## src/sv/fpa_pkg.sv

```systemverilog
// ----------------------------------------------------------------------------
// fpa_pkg: shared types and constants of the Q24.8 fixed-point ALU
// Word layout, mode codes, divider widths and the per-stage transaction record.
// ----------------------------------------------------------------------------
`default_nettype none
package fpa_pkg;
  localparam int FRAC_BITS = 8;
  localparam int WORD_W    = 32;
  localparam int MODE_W    = 4;
  // Divider: numerator 2*|a|*2^F + |b|, denominator 2*|b|
  localparam int NUM_W     = WORD_W + FRAC_BITS + 2;
  localparam int DEN_W     = WORD_W + 1;
  localparam int QB        = WORD_W + 1;       // quotient bits resolved in the cell row
  localparam int HI_W      = NUM_W - QB;       // top numerator bits preloaded as remainder
  localparam int REM_W     = DEN_W + 1;
  localparam int PROD_W    = 2 * WORD_W;

  localparam logic [MODE_W-1:0] MODE_ADD  = 4'd0;
  localparam logic [MODE_W-1:0] MODE_SUB  = 4'd1;
  localparam logic [MODE_W-1:0] MODE_MUL  = 4'd2;
  localparam logic [MODE_W-1:0] MODE_DIV  = 4'd3;
  localparam logic [MODE_W-1:0] MODE_MIN  = 4'd4;
  localparam logic [MODE_W-1:0] MODE_MAX  = 4'd5;
  localparam logic [MODE_W-1:0] MODE_INC  = 4'd6;
  localparam logic [MODE_W-1:0] MODE_DEC  = 4'd7;
  localparam logic [MODE_W-1:0] MODE_TOI  = 4'd8;
  localparam logic [MODE_W-1:0] MODE_FROMI = 4'd9;

  localparam logic [WORD_W-1:0] W_MAX = {1'b0, {(WORD_W-1){1'b1}}};
  localparam logic [WORD_W-1:0] W_MIN = {1'b1, {(WORD_W-1){1'b0}}};

  typedef struct packed {
    logic [MODE_W-1:0] mode;
    logic              lt;
    logic              eq;
    logic              gt;
    logic [WORD_W-1:0] res;    // result of the modes other than mul and div
    logic              ovf;
    logic              neg;    // sign of mul/div result
    logic              dbz;
    logic              dovf;   // quotient exceeds the cell row
    logic [PROD_W-1:0] prod;   // |a|*|b|
    logic [REM_W-1:0]  rem;
    logic [QB-1:0]     num;    // numerator bits still to shift in
    logic [DEN_W-1:0]  den;
    logic [QB-1:0]     quo;
  } fpa_cell_t;
endpackage
`default_nettype wire

```

## src/sv/fpa_front.sv

```systemverilog
// ----------------------------------------------------------------------------
// fpa_front: operand decode stage
// Results of the modes other than mul and div, flags, magnitude product and divider setup, registered.
// ----------------------------------------------------------------------------
`default_nettype none
module fpa_front (
  input  wire logic                      clk,
  input  wire logic                      rst_n,
  input  wire logic                      en,
  input  wire logic                      in_v,
  input  wire logic [fpa_pkg::MODE_W-1:0] mode,
  input  wire logic [fpa_pkg::WORD_W-1:0] op_a,
  input  wire logic [fpa_pkg::WORD_W-1:0] op_b,
  output logic                           out_v_r,
  output fpa_pkg::fpa_cell_t             out_d_r
);
  import fpa_pkg::*;

  function automatic logic [WORD_W:0] sat_sum(input logic [WORD_W:0] v);
    if (v[WORD_W] != v[WORD_W-1]) return {1'b1, (v[WORD_W] ? W_MIN : W_MAX)};
    return {1'b0, v[WORD_W-1:0]};
  endfunction

  logic signed [WORD_W-1:0] sa, sb;
  logic [WORD_W:0] ea, eb;
  logic [WORD_W-1:0] mag_a, mag_b;
  logic [WORD_W+FRAC_BITS-1:0] fi;
  logic fi_fit;
  logic [NUM_W-1:0] numer;
  logic [DEN_W-1:0] den;
  logic [WORD_W:0] r_sel;
  fpa_cell_t d_nxt;

  always_comb begin
    sa    = $signed(op_a);
    sb    = $signed(op_b);
    ea    = {op_a[WORD_W-1], op_a};
    eb    = {op_b[WORD_W-1], op_b};
    mag_a = op_a[WORD_W-1] ? (~op_a + 1'b1) : op_a;
    mag_b = op_b[WORD_W-1] ? (~op_b + 1'b1) : op_b;
    fi    = {op_a, {FRAC_BITS{1'b0}}};
    fi_fit = (&fi[WORD_W+FRAC_BITS-1:WORD_W-1]) | ~(|fi[WORD_W+FRAC_BITS-1:WORD_W-1]);
    numer = {1'b0, mag_a, {(FRAC_BITS+1){1'b0}}} + {{(NUM_W-WORD_W){1'b0}}, mag_b};
    den   = {mag_b, 1'b0};
    unique case (mode)
      MODE_ADD:   r_sel = sat_sum(ea + eb);
      MODE_SUB:   r_sel = sat_sum(ea - eb);
      MODE_INC:   r_sel = sat_sum(ea + 1'b1);
      MODE_DEC:   r_sel = sat_sum(ea - 1'b1);
      MODE_MIN:   r_sel = {1'b0, (sa < sb) ? op_a : op_b};
      MODE_MAX:   r_sel = {1'b0, (sa > sb) ? op_a : op_b};
      MODE_TOI:   r_sel = {1'b0, WORD_W'(sa >>> FRAC_BITS)};
      MODE_FROMI: r_sel = fi_fit ? {1'b0, fi[WORD_W-1:0]}
                                 : {1'b1, (op_a[WORD_W-1] ? W_MIN : W_MAX)};
      default:    r_sel = '0;
    endcase
    d_nxt.mode = mode;
    d_nxt.lt   = sa < sb;
    d_nxt.eq   = op_a == op_b;
    d_nxt.gt   = sa > sb;
    d_nxt.res  = r_sel[WORD_W-1:0];
    d_nxt.ovf  = r_sel[WORD_W];
    d_nxt.neg  = op_a[WORD_W-1] ^ op_b[WORD_W-1];
    d_nxt.dbz  = (op_b == '0);
    d_nxt.dovf = {{(DEN_W-HI_W){1'b0}}, numer[NUM_W-1:QB]} >= den;
    d_nxt.prod = PROD_W'(mag_a) * PROD_W'(mag_b);
    d_nxt.rem  = {{(REM_W-HI_W){1'b0}}, numer[NUM_W-1:QB]};
    d_nxt.num  = numer[QB-1:0];
    d_nxt.den  = den;
    d_nxt.quo  = '0;
  end

  always_ff @(posedge clk) begin
    if (!rst_n) begin
      out_v_r <= 1'b0;
    end else if (en) begin
      out_v_r <= in_v;
    end
  end

  always_ff @(posedge clk) begin
    if (en) begin
      out_d_r <= d_nxt;
    end
  end
endmodule
`default_nettype wire

```

## config.mk

```make
export PLATFORM = sky130hd
export DESIGN_NAME = fpa_front
export DESIGN_NICKNAME = d
export VERILOG_FILES = /design/src/sv/fpa_pkg.sv /design/src/sv/fpa_front.sv
export SDC_FILE = /design/constraint.sdc
export NUM_CORES = 2
export LEC_CHECK = 0
export ABC_AREA = 1
export BUFFER_PORTS_ARGS = -buffer_cell sky130_fd_sc_hd__buf_4
export CAP_MARGIN = 10
export CORE_MARGIN = 10
export CORE_UTILIZATION = 40
export CTS_BUF_LIST = sky130_fd_sc_hd__clkbuf_16
export DETAILED_ROUTE_END_ITERATION = 16
export HOLD_SLACK_MARGIN = 0.06
export PLACE_DENSITY = 0.62
export RECOVER_POWER = 100
export SYNTH_ARGS = -nofsm -noshare
export SYNTH_HDL_FRONTEND = slang
export SYNTH_SLANG_ARGS = --single-unit
```

## constraint.sdc

```tcl
create_clock -name clk -period 21 [get_ports clk]
set_clock_uncertainty 0.15 [all_clocks]
set_input_delay 4.2 -clock clk [delete_from_list [all_inputs] [get_ports clk]]
set_output_delay 4.2 -clock clk [all_outputs]
set_load 0.02 [all_outputs]
```

# Yosys cells after proc, flatten, opt, wreduce, memory -nomap -nowiden
# Cells that the tools add are included.
# word_totals
register_bits	182
out_inout_bits	241
# op_classes
add_sub_neg	7
mul	1
n_lt_le_gt_ge	3
eq_ne	12
n_mux	27
bitwise_logic	5
reduce_logical	4
# ops
op	n
$mux W33	9
$mux W32	9
$pmux W33 S8	1
$add A32 B1 Y32 const B	2
$mul A32 B32 Y64	1
$not A32 Y32	2
$add A41 B32 Y42	1
$add A32 B2 Y33 const B	1
$add A32 B32 Y33	1
$ge A9 B33 Y1	1
$sub A32 B2 Y33 const B	1
$sub A32 B32 Y33	1
$eq A32 B32 Y1	1
$gt A32 B32 Y1	1
$logic_not A32 Y1	1
$lt A32 B32 Y1	1
$eq A4 B3 Y1 const B	4
$reduce_and A9 Y1	1
$reduce_or A9 Y1	1
$eq A4 B4 Y1 const B	2
$mux W1	8
$eq A4 B1 Y1 const B	1
$logic_not A4 Y1	1
$ne A1 B1 Y1	4
3 further kinds	3

# Depth between registers and ports, before layout
# depth
depth_word	6
depth_mapped	41

# Worst setup path after synthesis
# OpenSTA, ideal clock, no wires.
# synth_path
kind	input -> register
from	in op_a[0] in the netlist's numbering
to	reg out_d_r[182] in the netlist's numbering, data pin
setup_time_ns	0.259
t_arrival_ns	11.879
t_required_ns	20.591
slack_ns	8.712
stages	34
path_buffers	3
path_cell_list	inv_1 clkbuf_1 clkbuf_1 ha_1 nand2_1 nor2_1 nand2_1 xor2_1 or2_1 o21ai_2 inv_2 clkbuf_1 ha_1 fa_1 inv_1 fa_1 inv_1 fa_1 fa_1 fa_1 fa_1 fa_1 inv_1 fa_1 inv_1 ha_1 nand2_1 nor2_1 inv_1 nor4_1 nand4_1 nand3_1 a21oi_1 xnor2_1
# synth_lines
item	line_no	source
start: declaration	fpa_front.sv:12	input wire logic [fpa_pkg::WORD_W-1:0] op_a,
end signal: assignment	fpa_front.sv:83	out_d_r <= d_nxt;
end: declaration	fpa_front.sv:15	output fpa_pkg::fpa_cell_t out_d_r

==> results_tabular.tex <==
\begin{tabular}{lr}
\hline
Metric & Value \\
\hline
\multicolumn{2}{l}{\textbf{Layout}} \\
\quad Post-synthesis to final-layout area growth & 5.86\% \\
\quad Fraction of final layout cells sized beyond drive strength 1 & 3.31\% \\
\quad Final Non-Filler Cells & 8573 \\
\quad Net count of the finished layout & 8246 \\
\multicolumn{2}{l}{\textbf{Hold path}} \\
\quad Hold Path Origin & out\_v\_r \\
\quad Hold Path Class & register to register \\
\quad Instance count along the most critical hold path & 2 \\
\quad Capture endpoint of the worst hold path & out\_v\_r \\
\multicolumn{2}{l}{\textbf{Critical path}} \\
\quad Master of the slowest instance on the critical path & sky130\_fd\_sc\_hd\_\_clkbuf\_1 \\
\quad Highest fanout seen on the critical path & between 40 and 50 \\
\quad Crit-path max cell delay & 1.48 ns \\
\quad Category of the worst setup path launch point & primary input \\
\quad WP data arrival & 16.29 ns \\
\quad R2R Path End & out\_v\_r \\
\quad Register-to-register path setup slack & 20.05 ns \\
\quad Sort of element at the end of the critical path & register \\
\quad Category of the most critical setup path & primary input to register \\
\quad R2r worst-path depth & 2 \\
\quad Cell repeated most along the worst path & sky130\_fd\_sc\_hd\_\_fa\_1 \\
\quad Launch point of the worst reg-to-reg path & out\_v\_r \\
\quad Worst path required time & 21.14 ns \\
\multicolumn{2}{l}{\textbf{Timing}} \\
\quad Final Hold Vio Count & 0 \\
\quad Max Transition Viols Final & 758 \\
\quad Shortest period the worst path allows & 16.15 ns \\
\quad Fin crit share & approximately three quarters \\
\quad Setup tns final & 0 ns \\
\quad RSZ-0062 raised after global routing & no \\
\quad Total of endpoints with negative setup slack in the final report & 0 \\
\quad Worst Tran Pin Value & between 4 and 5 ns \\
\quad Worst-case hold slack & roughly 0.40 ns \\
\quad Fmax & between 0.06 and 0.07 GHz \\
\quad Relative slew margins & -178\% \\
\multicolumn{2}{l}{\textbf{Placed design}} \\
\quad HPWL after detailed placement & 182000 um \\
\quad Placer Congestion & $\sim$1.0 \\
\quad Instance count after placement with tap cells included & 8539 \\
\quad IO Port Bufs & 253 \\
\multicolumn{2}{l}{\textbf{Die}} \\
\quad Die width & 377 um \\
\quad Row Count & 130 \\
\quad Initial standard-cell utilization of the core & between 40\% and 50\% \\
\quad Num ports & between 300 and 400 \\
\quad Std-Cell Core Area & 126000 um\^{}2 \\
\quad Overall die height & 377 um \\
\quad Floorplan die area & 142000 um\^{}2 \\
\multicolumn{2}{l}{\textbf{Clock tree}} \\
\quad CTS sink cnt & 173 \\
\quad Maximum buffer depth of the clock tree & 2 \\
\quad Clock tree from TritonCTS & built \\
\quad Insertion delay of the later-clocked pin in the worst-skew pair & 0.54 ns \\
\quad H-tree lvl count & 4 \\
\quad PostCTS Resize Cnt & 0 \\
\quad Number of buffers inserted by post-CTS setup repair & 0 \\
\quad Root buffer cell & sky130\_fd\_sc\_hd\_\_clkbuf\_16 \\
\quad Post-cts hold buffer count & 0 \\
\quad Total CTS buffers & 17 \\
\quad Clock transition at the register clock pins on the worst setup and hold paths after CTS & 0.08 ns \\
\multicolumn{2}{l}{\textbf{Synthesis}} \\
\quad Register area share after synthesis & about a tenth \\
\quad Distinct cell type count after synthesis & 53 \\
\quad Cell Area, Synth & 51000 um\^{}2 \\
\quad Number of enable-type register cells in the synthesized netlist & roughly 170 \\
\quad Commonest register cell after synthesis & sky130\_fd\_sc\_hd\_\_edfxtp\_1 \\
\quad Post-synthesis area per instance & 7.48 um\^{}2 \\
\quad Number of register bits inferred by synthesis & 173 \\
\quad Asr flop ratio synth & 0\% \\
\quad Ys Warns & 0 \\
\quad Synth Instances & 6817 \\
\multicolumn{2}{l}{\textbf{GRT}} \\
\quad M1 GR Usage & 43.2\% \\
\quad Peak-usage layer in the global routing report & met2 \\
\quad Global routing usage on met2 & 45.8\% \\
\quad Met3 global-route usage & 10.7\% \\
\quad Global-route wire length before repair & 331000 um \\
\quad GR Util All Layers & between 30\% and 40\% \\
\quad Largest net degree at the start of global routing & 62 \\
\quad Overflow after GRT & 0 \\
\quad Via count of the first global-routing pass & between 40k and 50k \\
\quad Antenna violations before repair & 9 \\
\multicolumn{2}{l}{\textbf{Routing}} \\
\quad Number of vias per cell & 5.54 \\
\quad Final routed DRC violation total & 0 \\
\quad Final routed wirelength across all metal layers & 226000 um \\
\quad Routed length per instance & 26.3 um \\
\quad DR vias & about 48k \\
\quad Final antenna-violating net count & 0 \\
\quad Drt first-iter violations & $\sim$5.7k \\
\quad Detailed Routing Iterations Pass 1 & 8 \\
\multicolumn{2}{l}{\textbf{Flow run}} \\
\quad Max capacitance violation total & 25 \\
\multicolumn{2}{l}{\textbf{Status}} \\
\quad Outcome & complete, but fails checks \\
\quad Failing checks & max-capacitance violations, max-slew violations \\
\hline
\end{tabular}
## kinds of logic after synthesis
group / share of synthesized area [%]
adders and majority gates: 44.3
and+or+nand+nor: 23.8
AOI/OAI and AO/OA: 5.66
DFF: 10.2
buffers and inverters: 13.4
other: 0.00735
xor gates and xnor gates: 2.66
## layout by cell type (no fill, tap or decap), drive strengths merged, types with 13 or more instances in the layout
cell,count
a21o,14
a21oi,250
a22oi,13
a31oi,22
buf,125
clkbuf,231
clkinv,25
conb,61
edfxtp,172
fa,899
ha,367
inv,1355
nand2,1517
nand3,276
nand4,63
nor2,1052
nor3,45
nor4,14
o211ai,15
o21ai,164
o21bai,23
or2,15
xnor2,33
xor2,122
## cell type report
cell class	count	area [um^2]
well taps	1650	2060
multi-input cells	5007	39200
clock inverters	15	195
fillers	13200	72100
diodes	2	5.00
inverters	1370	5140
flip-flops and latches	173	5180
repair buffers	339	1740
clock buffers	17	425
## per-layer routing
layer | routed length (um) | share of wire, %
met2 | 92800 | 41
met5 | 57 | 0.025
met3 | 30200 | 13
met1 | 92100 | 41
met4 | 10500 | 4.7
## registers in the layout, indices dropped and copies added, names as in the netlist
signal,count
out_d_r,172
out_v_r,1
## per-stage QoR
step	utilization [%]	setup slack (ns)	area, um^2
2_1_floorplan	-	8.71	51200
3_3_place_gp	43.0	6.43	54200
3_5_place_dp	43.0	6.45	54200
4_1_cts	43.5	6.99	54800
5_1_grt	42.8	4.48	54000
6_report	42.8	4.85	54000
## synth_stat cells, types with 44 or more instances
library cell | number | area [um^2]
sky130_fd_sc_hd__xor2_1 | 122 | 1070
sky130_fd_sc_hd__buf_4 | 78 | 586
sky130_fd_sc_hd__ha_1 | 367 | 4590
sky130_fd_sc_hd__nand2_1 | 1499 | 5630
sky130_fd_sc_hd__nor2_1 | 1042 | 3910
sky130_fd_sc_hd__buf_2 | 88 | 440
sky130_fd_sc_hd__nand4_1 | 63 | 394
sky130_fd_sc_hd__inv_1 | 1331 | 5000
sky130_fd_sc_hd__clkbuf_1 | 130 | 488
sky130_fd_sc_hd__o21ai_0 | 148 | 741
sky130_fd_sc_hd__a21oi_1 | 250 | 1250
sky130_fd_sc_hd__edfxtp_1 | 172 | 5160
sky130_fd_sc_hd__fa_1 | 899 | 18000
sky130_fd_sc_hd__nand3_1 | 271 | 1360
sky130_fd_sc_hd__nor3_1 | 44 | 220
## worst max-delay path, delay by kind of cell
kind	cells	cell delay, ns
AO/OA/AOI/OAI	2	0.36
XOR/XNOR	1	0.15
adder cells (fa/ha/maj)	9	4.46
buffers and inverters	9	5.10
AND/OR/NAND/NOR	10	1.94
## worst max path at each step
stage          depth (start not counted)      endpoint      from
3_3_place_gp                          33  out_d_r[195]   op_b[1]
5_1_grt                               31  out_d_r[195]  op_b[31]
2_1_floorplan                         34  out_d_r[182]   op_a[0]
4_1_cts                               35  out_d_r[195]   op_b[1]
6_report                              31  out_d_r[195]  op_b[31]
3_5_place_dp                          35  out_d_r[195]   op_b[1]
Power is not shown: default switching activity piles up to over one toggle a cycle in this logic, so the estimate is an artifact.
