File: src/sv/fpa_pkg.sv
// ----------------------------------------------------------------------------
// fpa_pkg: shared types and constants of the Q24.8 fixed-point ALU
// Word layout, mode codes, divider widths and the per-stage transaction record.
// ----------------------------------------------------------------------------
`default_nettype none
package fpa_pkg;
  localparam int FRAC_BITS = 8;
  localparam int WORD_W    = 32;
  localparam int MODE_W    = 4;
  // Divider: numerator 2*|a|*2^F + |b|, denominator 2*|b|
  localparam int NUM_W     = WORD_W + FRAC_BITS + 2;
  localparam int DEN_W     = WORD_W + 1;
  localparam int QB        = WORD_W + 1;       // quotient bits resolved in the cell row
  localparam int HI_W      = NUM_W - QB;       // top numerator bits preloaded as remainder
  localparam int REM_W     = DEN_W + 1;
  localparam int PROD_W    = 2 * WORD_W;

  localparam logic [MODE_W-1:0] MODE_ADD  = 4'd0;
  localparam logic [MODE_W-1:0] MODE_SUB  = 4'd1;
  localparam logic [MODE_W-1:0] MODE_MUL  = 4'd2;
  localparam logic [MODE_W-1:0] MODE_DIV  = 4'd3;
  localparam logic [MODE_W-1:0] MODE_MIN  = 4'd4;
  localparam logic [MODE_W-1:0] MODE_MAX  = 4'd5;
  localparam logic [MODE_W-1:0] MODE_INC  = 4'd6;
  localparam logic [MODE_W-1:0] MODE_DEC  = 4'd7;
  localparam logic [MODE_W-1:0] MODE_TOI  = 4'd8;
  localparam logic [MODE_W-1:0] MODE_FROMI = 4'd9;

  localparam logic [WORD_W-1:0] W_MAX = {1'b0, {(WORD_W-1){1'b1}}};
  localparam logic [WORD_W-1:0] W_MIN = {1'b1, {(WORD_W-1){1'b0}}};

  typedef struct packed {
    logic [MODE_W-1:0] mode;
    logic              lt;
    logic              eq;
    logic              gt;
    logic [WORD_W-1:0] res;    // result of the modes other than mul and div
    logic              ovf;
    logic              neg;    // sign of mul/div result
    logic              dbz;
    logic              dovf;   // quotient exceeds the cell row
    logic [PROD_W-1:0] prod;   // |a|*|b|
    logic [REM_W-1:0]  rem;
    logic [QB-1:0]     num;    // numerator bits still to shift in
    logic [DEN_W-1:0]  den;
    logic [QB-1:0]     quo;
  } fpa_cell_t;
endpackage
`default_nettype wire

File: src/sv/fpa_div_cell.sv
// ----------------------------------------------------------------------------
// fpa_div_cell: one restoring-division step
// Resolves one quotient bit and hands the transaction to the next cell.
// ----------------------------------------------------------------------------
`default_nettype none
module fpa_div_cell (
  input  wire logic               clk,
  input  wire logic               rst_n,
  input  wire logic               en,
  input  wire logic               in_v,
  input  fpa_pkg::fpa_cell_t      in_d,
  output logic                    out_v_r,
  output fpa_pkg::fpa_cell_t      out_d_r
);
  import fpa_pkg::*;

  logic [REM_W-1:0] trial;
  logic             qbit;
  fpa_cell_t        d_nxt;

  always_comb begin
    trial = {in_d.rem[REM_W-2:0], in_d.num[QB-1]};
    qbit  = trial >= {1'b0, in_d.den};
    d_nxt = in_d;
    d_nxt.rem = qbit ? (trial - {1'b0, in_d.den}) : trial;
    d_nxt.num = {in_d.num[QB-2:0], 1'b0};
    d_nxt.quo = {in_d.quo[QB-2:0], qbit};
  end

  always_ff @(posedge clk) begin
    if (!rst_n) begin
      out_v_r <= 1'b0;
    end else if (en) begin
      out_v_r <= in_v;
    end
  end

  always_ff @(posedge clk) begin
    if (en) begin
      out_d_r <= d_nxt;
    end
  end
endmodule
`default_nettype wire

File: config.mk
export PLATFORM = sky130hd
export DESIGN_NAME = fpa_div_cell
export DESIGN_NICKNAME = d
export VERILOG_FILES = /design/src/sv/fpa_pkg.sv /design/src/sv/fpa_div_cell.sv
export SDC_FILE = /design/constraint.sdc
export NUM_CORES = 1
export LEC_CHECK = 0
export BUFFER_PORTS_ARGS = -buffer_cell sky130_fd_sc_hd__buf_2
export CORE_AREA = 5 5 187 189
export DETAILED_ROUTE_END_ITERATION = 8
export DIE_AREA = 0 0 192 194
export GPL_TIMING_DRIVEN = 1
export SYNTH_ARGS = -nofsm -noshare
export SYNTH_HDL_FRONTEND = slang
export SYNTH_SLANG_ARGS = --single-unit
File: constraint.sdc
create_clock -name clk -period 3.7 [get_ports clk]
set_clock_uncertainty 0.05 [all_clocks]
set_input_delay 0.74 -clock clk [delete_from_list [all_inputs] [get_ports clk]]
set_output_delay 0.74 -clock clk [all_outputs]
set_load 0.05 [all_outputs]
* Word-level counts from Yosys, hierarchy flattened
Index checks and enable logic that the tools add are counted.
W data, S select, Z words.
** Word-level totals
- Bits in registers :: 240
- Input port bits :: 244
- Output and inout bits :: 241
- Logic and storage cells :: 18
** Cells by class
- Add/subtract/negate cells :: 1
- Magnitude comparators :: 1
- Muxes and demuxes :: 1
** Operator list (number)
- $ge A34 B33 Y1 :: 1
- $mux W34 :: 1
- $sub A34 B33 Y34 :: 1

* Logic depth before layout (Yosys ltp)
Gate-level depths: netlist (run 1).
- Depth after elaboration :: 2
- Depth in mapped cells :: 14
- Depth with buffers taken out :: 13

* Least setup slack after synthesis (run 1)
No wires, ideal clock.
- Kind :: input to register
- Start :: input port in_d[98] (netlist bit)
- End :: register out_d_r[113] (netlist bit) (data pin)
- Setup time :: 0.260 ns
- Arrival time :: 2.846 ns
- Required time :: 3.390 ns
- Slack :: 0.544 ns
- Stages :: 13
- Path buffers :: 1
- Cell sequence :: inv_1 -> ha_1 -> inv_1 -> fa_1 -> a211oi_1 -> o21ai_1 -> o211ai_1 -> nand2_2 -> a31oi_4 -> o41a_4 -> inv_4 -> buf_6 -> mux2_4
** RTL lines
- start: declaration :: RTL line fpa_div_cell.sv:11 : input fpa_pkg::fpa_cell_t in_d,
- end signal: assignment :: RTL line fpa_div_cell.sv:40 : out_d_r <= d_nxt;
- end: declaration :: RTL line fpa_div_cell.sv:13 : output fpa_pkg::fpa_cell_t out_d_r

==> results of run 1 <==
## cells by family after synthesis
group                    after synthesis
adder cells (fa/ha/maj)               34
multiplexers                           7
flip-flops                           240
AO/OA/AOI/OAI                        134
XOR/XNOR                              28
buffers and inverters                 60
other                                  1
AND/OR/NAND/NOR                      102
## synthesized netlist by cell type, types with 7 or more instances
cell and number:
nand3_1 7, o21ai_0 19, nand2_1 24, edfxtp_1 239, nor2_1 41, inv_1 43, clkbuf_1 8, ha_1 33
a21oi_2 20, xor2_1 8, xnor2_1 20, a21oi_1 36, a21o_1 11
## layout make-up
type	count	area [um^2]	share of cell area, %
flip-flops and latches	240	7200	52.4
clock buffers	37	776	5.65
well taps	448	561	4.08
inverters	44	168	1.22
repair buffers	504	2640	19.2
clock inverters	16	143	1.04
multi-input cells	306	2220	16.1
diodes	9	22.5	0.164
## registers in the layout, summed over array words and instances (netlist names)
name and count:
out_d_r 239, out_v_r 1
## cells in the final DEF, fill, tap and decap left out, types with 6 or more instances in the layout
master     instances
a21o_1            11
nand2_1           24
diode_2            9
clkbuf_1           6
a21oi_2           20
a21oi_1           36
inv_1             43
nand3_1            7
buf_4             19
nor2_1            41
buf_2            480
clkinv_2           7
clkbuf_16         29
xnor2_1           20
ha_1              33
xor2_1             8
o21ai_0           19
edfxtp_1         239
## through the flow
stage / cells / setup WS (ns) / power, mW
finish: 1604 / 0.746 / 7.92
global placement: 1542 / 0.186 / 5.26
CTS: 1595 / 0.752 / 8.04
floorplan: 606 / 0.544 / 4.67
global route: 1598 / 0.571 / 8.26
detailed placement: 1542 / 0.155 / 5.27
## how the worst min path moves through the flow
stage	from	slack, ns	to	cells past startpoint
floorplan	out_v_r	0.69	out_v_r	2
finish	in_d[232]	0.32	out_d_r[232]	1
CTS	in_d[23]	0.29	out_d_r[24]	1
detailed placement	out_v_r	0.46	out_v_r	2
global placement	out_v_r	0.45	out_v_r	2
global route	in_d[184]	0.29	out_d_r[184]	1
## layer usage
metal | part of all wire [%] | wire (um) | track usage, % | vias to the layer above
met5 | 0.34 | 117 | 0 | -
met2 | 51 | 17400 | 30.6 | 295
met3 | 11 | 3870 | 6.77 | 67
met1 | 35 | 12000 | 18.8 | 3438
met4 | 2.8 | 944 | 5.26 | 20
li1 | - | - | - | 3345
## critical path: cells and delay by family
kind / cells / cell delay [ns]
AO/OA/AOI/OAI: 6 / 1.32
multiplexers: 1 / 0.38
buffers and inverters: 3 / 0.38
adder cells (fa/ha/maj): 1 / 0.36
## power by group through the flow
stage	clock network, mW	registers, mW	logic (mW)
6_report	2.72	3.34	1.86
5_1_grt	2.95	3.36	1.96
4_1_cts	2.82	3.34	1.88
3_5_place_dp	0	3.39	1.88
3_3_place_gp	0	3.39	1.87
2_1_floorplan	0	4.26	0.404
==> metrics.md, run 1 <==
| Metric | Value |
|---|---|
| Post-Synth XOR/XNOR Area | 2.54% |
| Fillers | 3171 |
| Least-Margin Pin Slew | 0.803 ns |
| Syn nets | 884 |
| Area growth syn-to-layout | 41.9% |
| IO Count | 485 |
| I/O Buffers | 481 |
| Cell taking the most area after synthesis | edfxtp_1 |
| Syn Inst Count | 606 |
| Drt pass-1 iters | 5 |
| Hold_ws | 0.325 ns |
| DRT iter0 DRCs | 328 |
| Post CTS Setup Buffer Count | 0 |
| Ys async rst share | 0% |
| Worst-path fanout max | 17 |
| Die Y | 194 um |
| Floorplan row count | 67 |
| Net count, final | 1403 |
| Largest net degree at the start of global routing | 97 |
| Final instance area | 13700 um^2 |
| Core footprint | 33100 um^2 |
| Combinational Power Share | 23.5% |
| Initial Util | 29.2% |
| Sw frac | 32.1% |
| Root Driver | clkbuf_16 |
| RSZ-0062 raised after global routing | false |
| Vias in the first global route | 7347 |
| # DRC | 0 |
| DRT antenna net count | 0 |
| Slew Limit Fails | 0 |
| Post-synth EDFFs | 239 |
| H-tree Lvls | 1 |
| Final WL | 34300 um |
| Setup TNS | 0 ns |
| Synthesized area per cell | 16.0 um^2 |
| Worst Path Required | 3.93 ns |
| # hold bufs at CTS | 0 |
| Post-Synth Simple-Gate Area | 4.76% |
| Synth cell types | 61 |
| First-pass GRT wire length | 48000 um |
| Post-layout minimum cycle time | 2.95 ns |
| RR Endpoint | out_v_r |
| Worst path arrival time | 3.18 ns |
| Fin. Hold Viols | 0 |
| Synth top area cells | edfxtp_1 (74%), ha_1 (4.3%), a21oi_1 (1.9%), a21oi_2 (1.8%), xnor2_1 (1.8%) |
| Layout cells sized above 1 | 51.1% |
| Compound-gate portion of the synthesized area | 10.2% |
| CP endpoint kind | flop |
| Clock share of power | 34.4% |
| Largest family of logic cells by synthesized area | compound AO/OA/AOI/OAI gates |
| CP max-delay cell | o41a_4 |
| Worst min path class | input pin to flop |
| DIE WIDTH | 192 um |
| Share of the synthesized area in the top cell type | 74.2% |
| Leak | 5.96 nW |
| Crit Reg-Reg Startpoint | out_v_r |
| R2r setup slk | 3.06 ns |
| CTS tree | done |
| Final HPWL DP | 27500 um |
| Crit path capture | out_d_r[102] |
| Grt total ovfl | 0 |
| Reg2Reg Depth | 2 |
| Clk buf depth | 3 |
| Max-cap viol count | 0 |
| Net Switching | 2.55 mW |
| Sequential share of power | 42.1% |
| Register bit count reported by yosys | 240 |
| Wirelength per Cell | 21.4 um |
| Via count | 7165 |
| VDD IR max | 0.000512 V |
| Type of the worst setup path | input pin to flop |
| Sequential cell area fraction in the yosys report | 74.4% |
| Status | completed |
| Placed standard-cell area | 12800 um^2 |
| Relative slew slack | 46.4% |
| Post-synthesis mux area share | 0.880% |
| Yosys warns | 0 |
| CTS clk-pin slew, worst paths | 0.06 ns |
| Fmax achieved | 339 MHz |
| Slowest Stage Delay on Critical Path | 0.40 ns |
| Utilization after layout | 41.4% |
| Later-pin clock latency in the skew report | 0.54 ns |
| Pwr dens | 577 nW/um^2 |
| Dominant synthesized flop cell | edfxtp_1 |
| Final setup viols | 0 |
| CP cell instances | buf_2 > inv_1 > ha_1 > a21oi_1 > o21ai_1 > o31ai_1 > o221ai_1 > a31oi_4 > o41a_4 > inv_4 > mux2_2 |
| P_int | 5.38 mW |
| Cts bufs inserted | 29 |
| Startpoint types | input pin |
| Cell Area, Synth | 9670 um^2 |
| Vias/cell | 4.47 |
| Die area | 37200 um^2 |
| Initial antenna violation count | 20 |
| GRT Overall Usage | 17.2% |
| # resized after CTS | 0 |
| Tcrit/Tclk final | 79.8% |
| Crit. Startpoint | in_d[46] |
| GP Congestion | 0.832 |
| Synth Area in Adders | 4.48% |
| CTS Sinks | 240 |
Note: power is estimated with default switching activity, not from simulation.
==> run 2, diff against run 1 <==
Clock period 3.7 ns to 2.56 ns, I/O delays scaled along.
==> run 2 against run 1 <==
First-iteration DRC count decreased by 9.8%. Non-clock buffer count increased by 98. Global-route usage increased by 0.97 points. Cell area increased by 7.6%. Total power increased by 54%. Combinational power increased by 58%. Critical path depth unchanged. Final cell count increased by 5.8%. Via count increased by 4.6%. Sequential share of layout area decreased by 3.7 points. Register-to-register slack got worse by 1.2 ns. Core utilization increased by 3.1 points. Critical endpoint is now out_d_r[132]. Largest power group unchanged.
==> metrics.md, run 2 (synthesis results as in run 1) <==
| Metric | Value |
|---|---|
| Status | completed |
| Placed insts | 1640 |
| Hold depth | 1 |
| Via count | 7493 |
| Post-layout minimum cycle time | 2.50 ns |
| CP cell instances | buf_2 > inv_1 > ha_1 > o21a_1 > o32a_1 > o31a_2 > a31oi_4 > o41ai_4 > a41oi_2 > o31a_1 > mux2_4 |
| DRT antenna net count | 0 |
| CTS tree | done |
| WHS Endpoint | out_d_r[11] |
| Slowest Stage Delay on Critical Path | 0.36 ns |
| Most flop-heavy register | out_d_r |
| Largest net degree at the start of global routing | 64 |
| Final instance area | 14800 um^2 |
| First-pass GRT wire length | 50600 um |
| Vias/cell | 4.42 |
| Crit Reg-Reg Startpoint | out_v_r |
| Clk buf depth | 3 |
| Utilization after layout | 44.6% |
| Die Y | 194 um |
| CTS clk-pin slew, worst paths | 0.07 ns |
| R2r setup slk | 1.91 ns |
| Grt total ovfl | 0 |
| Floorplan row count | 67 |
| Drt pass-1 iters | 5 |
| Final HPWL DP | 29100 um |
| RR Endpoint | out_v_r |
| Worst Path Required | 2.81 ns |
| Post CTS Setup Buffer Count | 0 |
| Vias in the first global route | 7564 |
| Pwr dens | 825 nW/um^2 |
| Type of the worst setup path | input pin to flop |
| Least-Margin Pin Slew | 0.541 ns |
| I/O Buffers | 481 |
| Cts bufs inserted | 28 |
| Die area | 37200 um^2 |
| DIE WIDTH | 192 um |
| Most frequent cells in the layout | buf_2 (480), edfxtp_1 (239), buf_4 (117) |
| Layout cells sized above 1 | 57.4% |
| Tcrit/Tclk final | 97.6% |
| Area growth syn-to-layout | 52.7% |
| Startpoint types | input pin |
| Final setup viols | 0 |
| RSZ-0062 raised after global routing | true |
| Max-cap viol count | 0 |
| H-tree Lvls | 1 |
| Initial Util | 29.2% |
| # DRC | 0 |
| Largest regs | out_d_r: 239 flops, out_v_r: 1 flops |
| DRT iter0 DRCs | 296 |
| GRT Overall Usage | 18.2% |
| Reg2Reg Depth | 2 |
| GP Congestion | 0.843 |
| CP endpoint kind | flop |
| Hold_sp | in_d[10] |
| Root Driver | clkbuf_16 |
| Worst min path class | input pin to flop |
| Later-pin clock latency in the skew report | 0.54 ns |
| IO Count | 485 |
| Slew Limit Fails | 0 |
| Net count, final | 1500 |
| Most common cell after layout, fill and taps aside | buf_2 |
| Worst path arrival time | 2.74 ns |
| CTS Sinks | 240 |
| Fmax achieved | 400 MHz |
| Final Non-Filler Cells | 1697 |
| VDD IR max | 0.000450 V |
| Final WL | 36300 um |
| Placed standard-cell area | 13700 um^2 |
| Relative slew slack | 63.9% |
| Core footprint | 33100 um^2 |
| Worst-path fanout max | 4 |
| Pwr Total | 12.2 mW |
| Wirelength per Cell | 21.4 um |
| CP max-delay cell | o41ai_4 |
| Max FFs per register | 239 |
| Initial antenna violation count | 18 |
| Setup TNS | 0 ns |
| Fin. Hold Viols | 0 |
| Leak | 6.50 nW |
run 2: cell count changes in the layout (fill, tap and decap cells not counted), moves of 4 or more:
| cell | delta |
|---|---|
| clkinv_2 | -4 |
| clkbuf_1 | -4 |
| diode_2 | -4 |
| buf_4 | +98 |
| ha_1 | -10 |
| ha_4 | +10 |
| bufinv_16 | +5 |
| inv_1 | -5 |
run 2: repair_timing:
item                       4_1_cts  5_1_grt
hold buffers                     0        0
setup endpoints to repair        0       31
resized for setup                0       14
run 2: routing by layer:
metal	vias up	share of wire (%)	track usage, %
met2	301	50	32.8
met3	81	11	7.69
met4	26	2.8	4.41
met5	-	0.42	0
met1	3550	36	19.6
li1	3535	-	-
run 2: cell type report:
| cell class | instances | area, um^2 |
|---|---|---|
| inverter | 44 | 193 |
| timing repair buffer | 602 | 3370 |
| clock inverter | 21 | 294 |
| clock buffer | 31 | 733 |
| tap | 448 | 561 |
| sequential | 240 | 7200 |
| fill | 3071 | 18300 |
| multi-input combinational | 306 | 2410 |
| antenna | 5 | 12.5 |
run 2: worst max path at each step:
stage,startpoint,endpoint,cells after the start
finish,in_d[40],out_d_r[132],11
global route,in_d[98],out_d_r[113],14
CTS,in_d[98],out_d_r[106],13
detailed placement,in_d[98],out_d_r[102],13
global placement,in_d[98],out_d_r[109],13
floorplan,in_d[48],out_d_r[113],12
run 2: where the power goes:
group	total, mW	switching [mW]	internal (mW)
registers	4.83	0.0895	4.74
logic	2.94	2.07	0.868
clock network	4.41	1.64	2.77
total	12.2	3.80	8.38
run 2: stage by stage:
stage | worst slack, ns | hold WS, ns
2_1_floorplan | -0.273 | 0.561
3_3_place_gp | -0.521 | 0.451
3_5_place_dp | -0.552 | 0.457
4_1_cts | 0.0257 | 0.0565
5_1_grt | -0.0165 | 0.0620
6_report | 0.0615 | 0.0951
run 2: critical path, delay by kind of cell:
family	cells	cell delay, ns
multiplexers	1	0.29
buffers and inverters	2	0.14
adder cells (fa/ha/maj)	1	0.33
AO/OA/AOI/OAI	7	1.46
